[config.mk]
export PLATFORM = sky130hd
export DESIGN_NAME = npc_min_stage
export DESIGN_NICKNAME = d
export VERILOG_FILES = /design/src/sv/npc_pkg.sv /design/src/sv/npc_min_stage.sv
export SDC_FILE = /design/constraint.sdc
export NUM_CORES = 1
export LEC_CHECK = 0
export ABC_AREA = 1
export BUFFER_PORTS_ARGS = -buffer_cell sky130_fd_sc_hd__buf_2
export CAP_MARGIN = 20
export CORE_MARGIN = 2
export CORE_UTILIZATION = 32
export DETAILED_ROUTE_END_ITERATION = 8
export GPL_TIMING_DRIVEN = 0
export PLACE_DENSITY = 0.69
export REMOVE_ABC_BUFFERS = 1
export SLEW_MARGIN = 20
export SYNTH_ARGS = -nofsm -noshare
export SYNTH_HDL_FRONTEND = slang
export SYNTH_SLANG_ARGS = --single-unit
[constraint.sdc]
create_clock -name aclk -period 4.04 [get_ports aclk]
set_clock_uncertainty 0.1 [all_clocks]
set_input_delay 1.01 -clock aclk [delete_from_list [all_inputs] [get_ports aclk]]
set_output_delay 1.01 -clock aclk [all_outputs]
set_load 0.02 [all_outputs]
[src/sv/npc_pkg.sv]
// Shared types, constants and the palette ROM of the nearest palette color block.
// No dependencies.
package npc_pkg;

    localparam int ROM_SLOTS               = 128;
    localparam int PALETTE_ENTRIES_DEFAULT = 80;
    localparam int IDX_W                   = 7;
    localparam int DIST_W                  = 18;
    localparam int BYTE_W                  = 8;

    // Above every reachable distance (the largest is 195075).
    localparam logic [DIST_W-1:0] DIST_PAD = '1;

    typedef struct packed {
        logic [IDX_W-1:0]  idx;
        logic [DIST_W-1:0] sq_dist;
    } cand_t;

    // The later candidate replaces the earlier one only when strictly closer.
    function automatic cand_t pick_closer(input cand_t lo, input cand_t hi);
        pick_closer = (hi.sq_dist < lo.sq_dist) ? hi : lo;
    endfunction

    function automatic logic [BYTE_W-1:0] abs_diff(input logic [BYTE_W-1:0] a,
                                                   input logic [BYTE_W-1:0] b);
        abs_diff = (a > b) ? (a - b) : (b - a);
    endfunction

    // Palette as packed 0xRRGGBB; slots past the listed entries are black.
    function automatic logic [23:0] palette_rgb(input logic [IDX_W-1:0] slot);
        unique case (slot)
            7'd0:  palette_rgb = 24'h020406;
            7'd1:  palette_rgb = 24'h223060;
            7'd2:  palette_rgb = 24'h862a5a;
            7'd3:  palette_rgb = 24'h048c5a;
            7'd4:  palette_rgb = 24'hb0583c;
            7'd5:  palette_rgb = 24'h645c54;
            7'd6:  palette_rgb = 24'hc8cace;
            7'd7:  palette_rgb = 24'hfff4ec;
            7'd8:  palette_rgb = 24'hff0c5a;
            7'd9:  palette_rgb = 24'hffa80c;
            7'd10: palette_rgb = 24'hffee30;
            7'd11: palette_rgb = 24'h0ce840;
            7'd12: palette_rgb = 24'h30b4ff;
            7'd13: palette_rgb = 24'h8a7ca4;
            7'd14: palette_rgb = 24'hff7eb0;
            7'd15: palette_rgb = 24'hffd2b0;
            7'd16: palette_rgb = 24'h2e1c18;
            7'd17: palette_rgb = 24'h16243c;
            7'd18: palette_rgb = 24'h48263c;
            7'd19: palette_rgb = 24'h185a60;
            7'd20: palette_rgb = 24'h7c3630;
            7'd21: palette_rgb = 24'h503a42;
            7'd22: palette_rgb = 24'ha88e80;
            7'd23: palette_rgb = 24'hf6f288;
            7'd24: palette_rgb = 24'hc61a5c;
            7'd25: palette_rgb = 24'hff742c;
            7'd26: palette_rgb = 24'hb0ec38;
            7'd27: palette_rgb = 24'h04bc50;
            7'd28: palette_rgb = 24'h0c60be;
            7'd29: palette_rgb = 24'h7c4e6e;
            7'd30: palette_rgb = 24'hff7860;
            7'd31: palette_rgb = 24'hffa48c;
            7'd32: palette_rgb = 24'hd0d058;
            7'd33: palette_rgb = 24'ha0a840;
            7'd34: palette_rgb = 24'h708028;
            7'd35: palette_rgb = 24'h405010;
            7'd36: palette_rgb = 24'h332c50;
            7'd37: palette_rgb = 24'h46878f;
            7'd38: palette_rgb = 24'h94e344;
            7'd39: palette_rgb = 24'he2f3e4;
            7'd40: palette_rgb = 24'h211e20;
            7'd41: palette_rgb = 24'h555568;
            7'd42: palette_rgb = 24'ha0a08b;
            7'd43: palette_rgb = 24'he9efec;
            7'd44: palette_rgb = 24'h7c3f58;
            7'd45: palette_rgb = 24'heb6b6f;
            7'd46: palette_rgb = 24'hf9a875;
            7'd47: palette_rgb = 24'hfff6d3;
            7'd48: palette_rgb = 24'hc2c630;
            7'd49: palette_rgb = 24'h3fa130;
            7'd50: palette_rgb = 24'h4e5817;
            7'd51: palette_rgb = 24'h342b19;
            7'd52: palette_rgb = 24'hffd37b;
            7'd53: palette_rgb = 24'he18734;
            7'd54: palette_rgb = 24'hc34e29;
            7'd55: palette_rgb = 24'h634805;
            7'd56: palette_rgb = 24'hc13d95;
            7'd57: palette_rgb = 24'h8d1523;
            7'd58: palette_rgb = 24'hffffff;
            7'd59: palette_rgb = 24'hadadcb;
            7'd60: palette_rgb = 24'h596e78;
            7'd61: palette_rgb = 24'h72b3ff;
            7'd62: palette_rgb = 24'h3d65b6;
            7'd63: palette_rgb = 24'h244449;
            7'd64: palette_rgb = 24'h2b120d;
            7'd65: palette_rgb = 24'h9f1211;
            7'd66: palette_rgb = 24'hfc1400;
            7'd67: palette_rgb = 24'hfc6a00;
            7'd68: palette_rgb = 24'hfcfc00;
            7'd69: palette_rgb = 24'h9c0c9c;
            7'd70: palette_rgb = 24'hff099d;
            7'd71: palette_rgb = 24'h00072c;
            7'd72: palette_rgb = 24'h0000ff;
            7'd73: palette_rgb = 24'h67cdfc;
            7'd74: palette_rgb = 24'h004849;
            7'd75: palette_rgb = 24'h00c908;
            7'd76: palette_rgb = 24'h52ff00;
            7'd77: palette_rgb = 24'had5950;
            7'd78: palette_rgb = 24'hfcb448;
            7'd79: palette_rgb = 24'hddd9e6;
            default: palette_rgb = 24'h000000;
        endcase
    endfunction

endpackage

[src/sv/npc_min_stage.sv]
// One registered stage of the minimum-distance tree: LEVELS pairwise compare levels.
// Depends on npc_pkg.
module npc_min_stage
    import npc_pkg::*;
#(
    parameter int IN_N   = 4,
    parameter int LEVELS = 2
) (
    input  logic  aclk,
    input  logic  aresetn,
    input  logic  in_valid,
    output logic  in_ready,
    input  cand_t in_cand  [IN_N],
    output logic  out_valid,
    input  logic  out_ready,
    output cand_t out_cand [IN_N >> LEVELS]
);

    localparam int OUT_N = IN_N >> LEVELS;

    logic  valid_reg;
    cand_t cand_reg [OUT_N];
    cand_t work     [LEVELS+1][IN_N];

    // Even positions always hold the lower indices, so ties keep the lower one.
    always_comb begin
        for (int l = 0; l <= LEVELS; l++) begin
            for (int j = 0; j < IN_N; j++) begin
                work[l][j] = '0;
            end
        end
        for (int j = 0; j < IN_N; j++) begin
            work[0][j] = in_cand[j];
        end
        for (int l = 0; l < LEVELS; l++) begin
            for (int j = 0; j < (IN_N >> (l + 1)); j++) begin
                work[l+1][j] = pick_closer(work[l][2*j], work[l][2*j+1]);
            end
        end
    end

    assign in_ready  = !valid_reg || out_ready;
    assign out_valid = valid_reg;
    assign out_cand  = cand_reg;

    always_ff @(posedge aclk) begin
        if (!aresetn) begin
            valid_reg <= 1'b0;
        end else if (in_ready) begin
            valid_reg <= in_valid;
        end
    end

    always_ff @(posedge aclk) begin
        if (in_ready && in_valid) begin
            for (int j = 0; j < OUT_N; j++) begin
                cand_reg[j] <= work[LEVELS][j];
            end
        end
    end

endmodule

==> results of run 1 <==
-- per-layer routing --
| layer | GRT usage (%) | share of wire (%) | vias up |
|---|---|---|---|
| met1 | 22.3 | 40 | 1766 |
| met3 | 1.02 | 7.0 | 23 |
| li1 | - | - | 1841 |
| met4 | 4.55 | 2.6 | 0 |
| met5 | 0 | 0 | - |
| met2 | 33.0 | 51 | 176 |
-- where the power goes --
part	internal, mW	leakage, nW	total, mW	switching (mW)
clock network	0.133	0.0357	0.223	0.0904
registers	0.374	0.252	0.388	0.0140
logic	0.441	2.40	1.06	0.616
-- sequential cells by signal, summed over array words and instances, names as in the netlist --
register,count
out_cand,25
out_valid,1
-- area by class of cell --
class                      instances  area (um^2)  area share [%]
clock buffer                       3         41.3           0.783
clock inverter                     1         30.0           0.569
inverter                          77          289            5.48
multi-input combinational        344         2880            54.7
sequential                        26          771            14.6
tap                              133          166            3.15
timing repair buffer             170         1090            20.7
-- cell usage after synthesis, drive strengths merged --
cell type  number
a211oi          1
a21boi          1
a21o            2
a21oi          36
and2            2
buf             8
clkbuf          6
dfxtp           1
edfxtp         25
ha             51
inv            77
mux2           14
nand2         131
nand3          28
nand3b          1
nand4           6
nor2           31
nor4            1
o21a            2
o21ai          18
o221ai          2
-- worst paths after layout --
| kind | end | slack (ns) | cells past startpoint |
|---|---|---|---|
| worst min-delay path | out_valid | 0.48 | 2 |
| worst max-delay path | out_cand[6] | 0.06 | 22 |
| worst max register to register | out_cand[20] | 2.68 | 2 |
| worst min register to register | out_valid | 0.48 | 2 |
-- repair_timing --
action | 4_1_cts | 5_1_grt
cloned | 7 | 11
hold buffers | 0 | 0
setup buffers | 7 | 31
gates resized for setup | 35 | 120
endpoints found under the setup margin | 25 | 25
pin swaps | 10 | 47
-- critical path, stage by stage --
cell	delay [ns]
buf_2	0.09
inv_1	0.07
ha_4	0.27
nand2_1	0.08
a21oi_1	0.15
nor2_2	0.07
nand2_2	0.10
nand2_4	0.12
buf_12	0.15
nand3_4	0.15
nor2_4	0.06
a21oi_4	0.15
ha_4	0.23
a21oi_2	0.11
nor2_1	0.06
a211oi_2	0.31
o221ai_4	0.16
a21oi_4	0.17
buf_8	0.18
clkbuf_16	0.17
nand3_1	0.07
nand2_1	0.09
-- stage by stage --
stage	power, mW	instance area, um^2	TNS [ns]	hold WS, ns
after CTS	1.41	4300	0	0.495
final	1.67	5280	0	0.483
after global routing	1.78	5280	-1.70	0.552
after detailed placement	1.06	3930	-35.72	0.483
after global placement	1.03	3880	-44.80	0.407
after floorplan	0.835	3060	-14.94	0.629
-- cell families after synthesis --
group / count (synthesis)
simple gates: 200
buf+inv: 91
compound gates: 62
fa+ha+maj: 51
flops: 26
mux: 14
==> results.ini, run 1 <==
[timing]
hold_viol_final=0
fmax_mhz=251
relSlewSlack_pct=69.9
period_share_pct=98.5
layout_min_cycle_time_ns=3.98
fin_ws_ns=0.0602
slew_violations=0
tightest_slew_ns=0.451
setup_viol=0

[synthesis]
synth-compound-area-share_pct=10.8
synth_fa_ha_area_share_pct=20.3
synth-xor-area-share_pct=0
ys_top_cells_by_area=edfxtp_1 (24%), ha_1 (20%), nand2_1 (15%), inv_1 (8.6%), a21oi_1 (5.4%)
syn_inst=444
synthSimpleGateAreaFrac_pct=27.6
synth.avg_cell_area_um2=7.07
seq_area_frac_synth_pct=24.5
synthMuxAreaShare_pct=5.02
synth-seq-cells=26
synth_top_family_by_area=simple AND/OR/NAND/NOR gates
yosysUniqueCellTypes=32
yosysTopAreaCell=edfxtp_1
synth_top_area_share_pct=23.9
syn_area_mm2=0.00314
yosysWarningCount=0

[global_routing]
grt_pass1_wl_um=14700
grt_max_degree=22
antenna_found_initial=0
grt_pass1_vias=3144
track_usage_pct=17.8
grt-ovfl-total=0

[floorplan]
num_io_pins=131
core_mm2=0.00964
die_area_mm2=0.0106
rows=36
die_h_um=103
initial_core_util_pct=32.6
die_w_um=103

[setup_path]
critPathLaunchType=primary input
crit_start=in_cand[34]
crit_type=in2reg
r2r_start=out_valid
cp.required_ns=4.09
worstPathMaxFanout=6
end_kind=register
crit_arrival_ns=4.03

[drt]
firstDrtPassIters=5
post-route-drc-count=0
via_per_inst=5.05
first_iter_violations=208
wl_per_cell_um=16.0
num_vias=3806
ant_nets=0
drt-total-wl_um=12100

[placement]
portBuffers=130
hpwl_um=7010
place.gp.congestion=0.751
dp_slack_ns=-1.44
place_inst=694

[pwr]
vdd_ir_drop_max_uv=168
leakagePower_nw=2.69
powerDensity_mw_per_mm2=316

[layout]
area_delta_synth_final_pct=68.0
drive_gt1_share_pct=50.7
diodes=0
final_core_util_pct=54.7
finalNonFillerCells=754
layout_common_cells=buf_2 (130), nand2_1 (108), inv_1 (62), ha_1 (32), buf_4 (26)
final_common_cell=buf_2
final_nets=777
nFillCells=883

[job]
maxCapViolCount=0

[clocking]
clk_pin_slew_ns=0.10
ctsLongestPathBuffers=2
cts_tree=done
cts_sinks=26
cts-root-buf=clkbuf_8
clk_latency_ns=0.27
cts_max_level=1
numCtsBuffers=3

[hold_path]
min_path_type=reg2reg
min_from=out_valid

[status]
status=completed

(Power assumes the default switching activity.)
==> run 2: changes to the inputs <==
ABC_AREA = not set   (was 1)
CORE_ASPECT_RATIO = 1.25   (was not set)
PLACE_DENSITY = 0.7   (was 0.69)
==> results.ini, run 2 <==
[status]
status=finished with violations
violations=negative setup slack

[floorplan]
core_mm2=0.00903
die_w_um=89.7
die_h_um=111
initial_core_util_pct=32.6
num_io_pins=131
rows=39
die_area_mm2=0.00998

[pwr]
clkPwrFrac_pct=19.5
leakagePower_nw=2.31
internal-power_mw=1.00
total_power_mw=1.53
switching_share_pct=34.6
powerDensity_mw_per_mm2=308
combPwrFrac_pct=56.9
p_sw_mw=0.530
vdd_ir_drop_max_uv=156
seqPwrFrac_pct=23.6

[layout]
finalNonFillerCells=579
nFillCells=729
finish.instance_area_mm2=0.00496
final_common_cell=buf_2
diodes=0
area_delta_synth_final_pct=68.8
drive_gt1_share_pct=55.9
largest_reg_flops=25
final_core_util_pct=55.0
final_nets=612
layout_common_cells=buf_2 (110), mux2i_1 (48), inv_1 (42), ha_1 (35), edfxtp_1 (25)

[setup_path]
r2r_start=out_valid
end_kind=register
worstPathMaxFanout=8
cp.required_ns=3.95
crit_start=in_cand[83]
crit_type=in2reg
critPathLaunchType=primary input
crit_arrival_ns=4.68

[placement]
portBuffers=130
place.gp.congestion=0.814
place_inst=542
hpwl_um=6690
placed_cell_area_mm2=0.00379

[synthesis]
synthTopCellsByCount=mux2i_1 (73), inv_1 (54), ha_1 (51)
synth.avg_cell_area_um2=10.1
yosysWarningCount=0
ys_top_cells_by_area=edfxtp_1 (26%), mux2i_1 (25%), ha_1 (22%), inv_1 (6.9%), a21oi_1 (2.0%)
synth_top_area_share_pct=25.5
syn_area_mm2=0.00294
yosysTopAreaCell=edfxtp_1
synth-edff-count=25
yosysMostFrequentCell=mux2i_1
synth-seq-cells=26
seq_area_frac_synth_pct=26.2
synth_ff_type=edfxtp_1
synth-async-reset-ratio_pct=0
syn_inst=291
yosysUniqueCellTypes=37

[clocking]
clk_pin_slew_ns=0.07
clk_latency_ns=0.26
cts_sinks=26
ctsHoldBuffers=0
cts_tree=done
ctsLongestPathBuffers=2
numCtsBuffers=3
cts_max_level=1
cts-root-buf=clkbuf_16

[global_routing]
track_usage_pct=17.7
grt_pass1_wl_um=14200
grt_max_degree=26
antenna_found_initial=0
grt_pass1_vias=3002
grt-ovfl-total=0

[drt]
num_vias=2894
firstDrtPassIters=4
via_per_inst=5.00
ant_nets=0
wl_per_cell_um=16.4
post-route-drc-count=0
first_iter_violations=88
drt-total-wl_um=9500

[timing]
fmax_mhz=210
relSlewSlack_pct=55.6
slew_violations=0
rsz0062_at_grt=true
setup_viol=25
period_share_pct=118
fin_ws_ns=-0.726
tightest_slew_ns=0.666
hold_viol_final=0
layout_min_cycle_time_ns=4.77

[hold_path]
min_path_type=reg2reg
min_from=out_valid

[job]
maxCapViolCount=0

run 2: cell count changes in the layout (fill, tap and decap cells not counted), sizes merged, moves of 3 or more:
cell	delta
nand2	-135
inv	-23
a41oi	+3
nor3	+5
nor2	-26
nand2b	+4
mux2	-13
mux2i	+73
o21ai	-8
nand3	-30
a21oi	-25
a211oi	+6
run 2: cell type report:
class | count | area [um^2] | area share, %
sequential | 26 | 771 | 15.5
clock inverter | 1 | 30.0 | 0.605
tap | 123 | 154 | 3.10
clock buffer | 3 | 75.1 | 1.51
multi-input combinational | 205 | 2500 | 50.4
inverter | 54 | 215 | 4.34
timing repair buffer | 167 | 1220 | 24.5
run 2: kinds of logic after synthesis:
group / Yosys count / share of synthesized area (%)
muxes: 74 / 25.4
AOI/OAI and AO/OA: 42 / 11.0
adders and majority gates: 51 / 21.7
and+or+nand+nor: 38 / 7.11
buffers and inverters: 60 / 8.60
DFF: 26 / 26.2
run 2: stage by stage:
step | TNS, ns | setup WS, ns | hold slack (ns)
floorplan | -35.67 | -1.45 | 0.650
global placement | -64.62 | -2.73 | 0.408
detailed placement | -46.03 | -1.96 | 0.417
CTS | -16.20 | -0.689 | 0.430
global route | -19.32 | -0.837 | 0.483
finish | -16.50 | -0.726 | 0.427
run 2: final timing paths:
kind,depth (start not counted),slack (ns),endpoint
max,21,-0.73,out_cand[14]
min,2,0.43,out_valid
max reg2reg,2,2.57,out_cand[5]
min reg2reg,2,0.43,out_valid
run 2: metal layers:
layer / GRT usage [%] / vias up / wire, um
li1: - / 1394 / -
met1: 18.6 / 1394 / 3600
met2: 34.3 / 84 / 5160
met3: 2.31 / 22 / 416
met4: 8.31 / 0 / 313
met5: 0 / - / 0
run 2: worst max-delay path, stage by stage:
cell and delay, ns:
buf_6 0.09, inv_4 0.03, ha_4 0.25, nand4_1 0.19
nor3b_2 0.31, nor4_4 0.10, o31ai_4 0.24, buf_4 0.16
buf_6 0.17, mux2i_1 0.27, ha_1 0.29, o21ai_1 0.12
nand2b_1 0.07, a21oi_2 0.18, a211oi_4 0.07, a2111o_1 0.36
a21oi_4 0.18, a41oi_4 0.05, buf_12 0.18, buf_12 0.14
mux2i_4 0.18
run 2: power groups by stage:
stage / clock [mW] / combinational, mW / sequential [mW]
3_5_place_dp: 0 / 0.585 / 0.368
5_1_grt: 0.312 / 0.929 / 0.366
4_1_cts: 0.300 / 0.787 / 0.362
2_1_floorplan: 0 / 0.324 / 0.419
3_3_place_gp: 0 / 0.540 / 0.367
6_report: 0.298 / 0.871 / 0.361
run 2: repair_timing:
item,4_1_cts,5_1_grt
hold endpoints to repair,0,0
gates cloned,1,0
pin swaps,33,23
endpoints found under the setup margin,25,25
resized for setup,92,53
buffers inserted,24,10
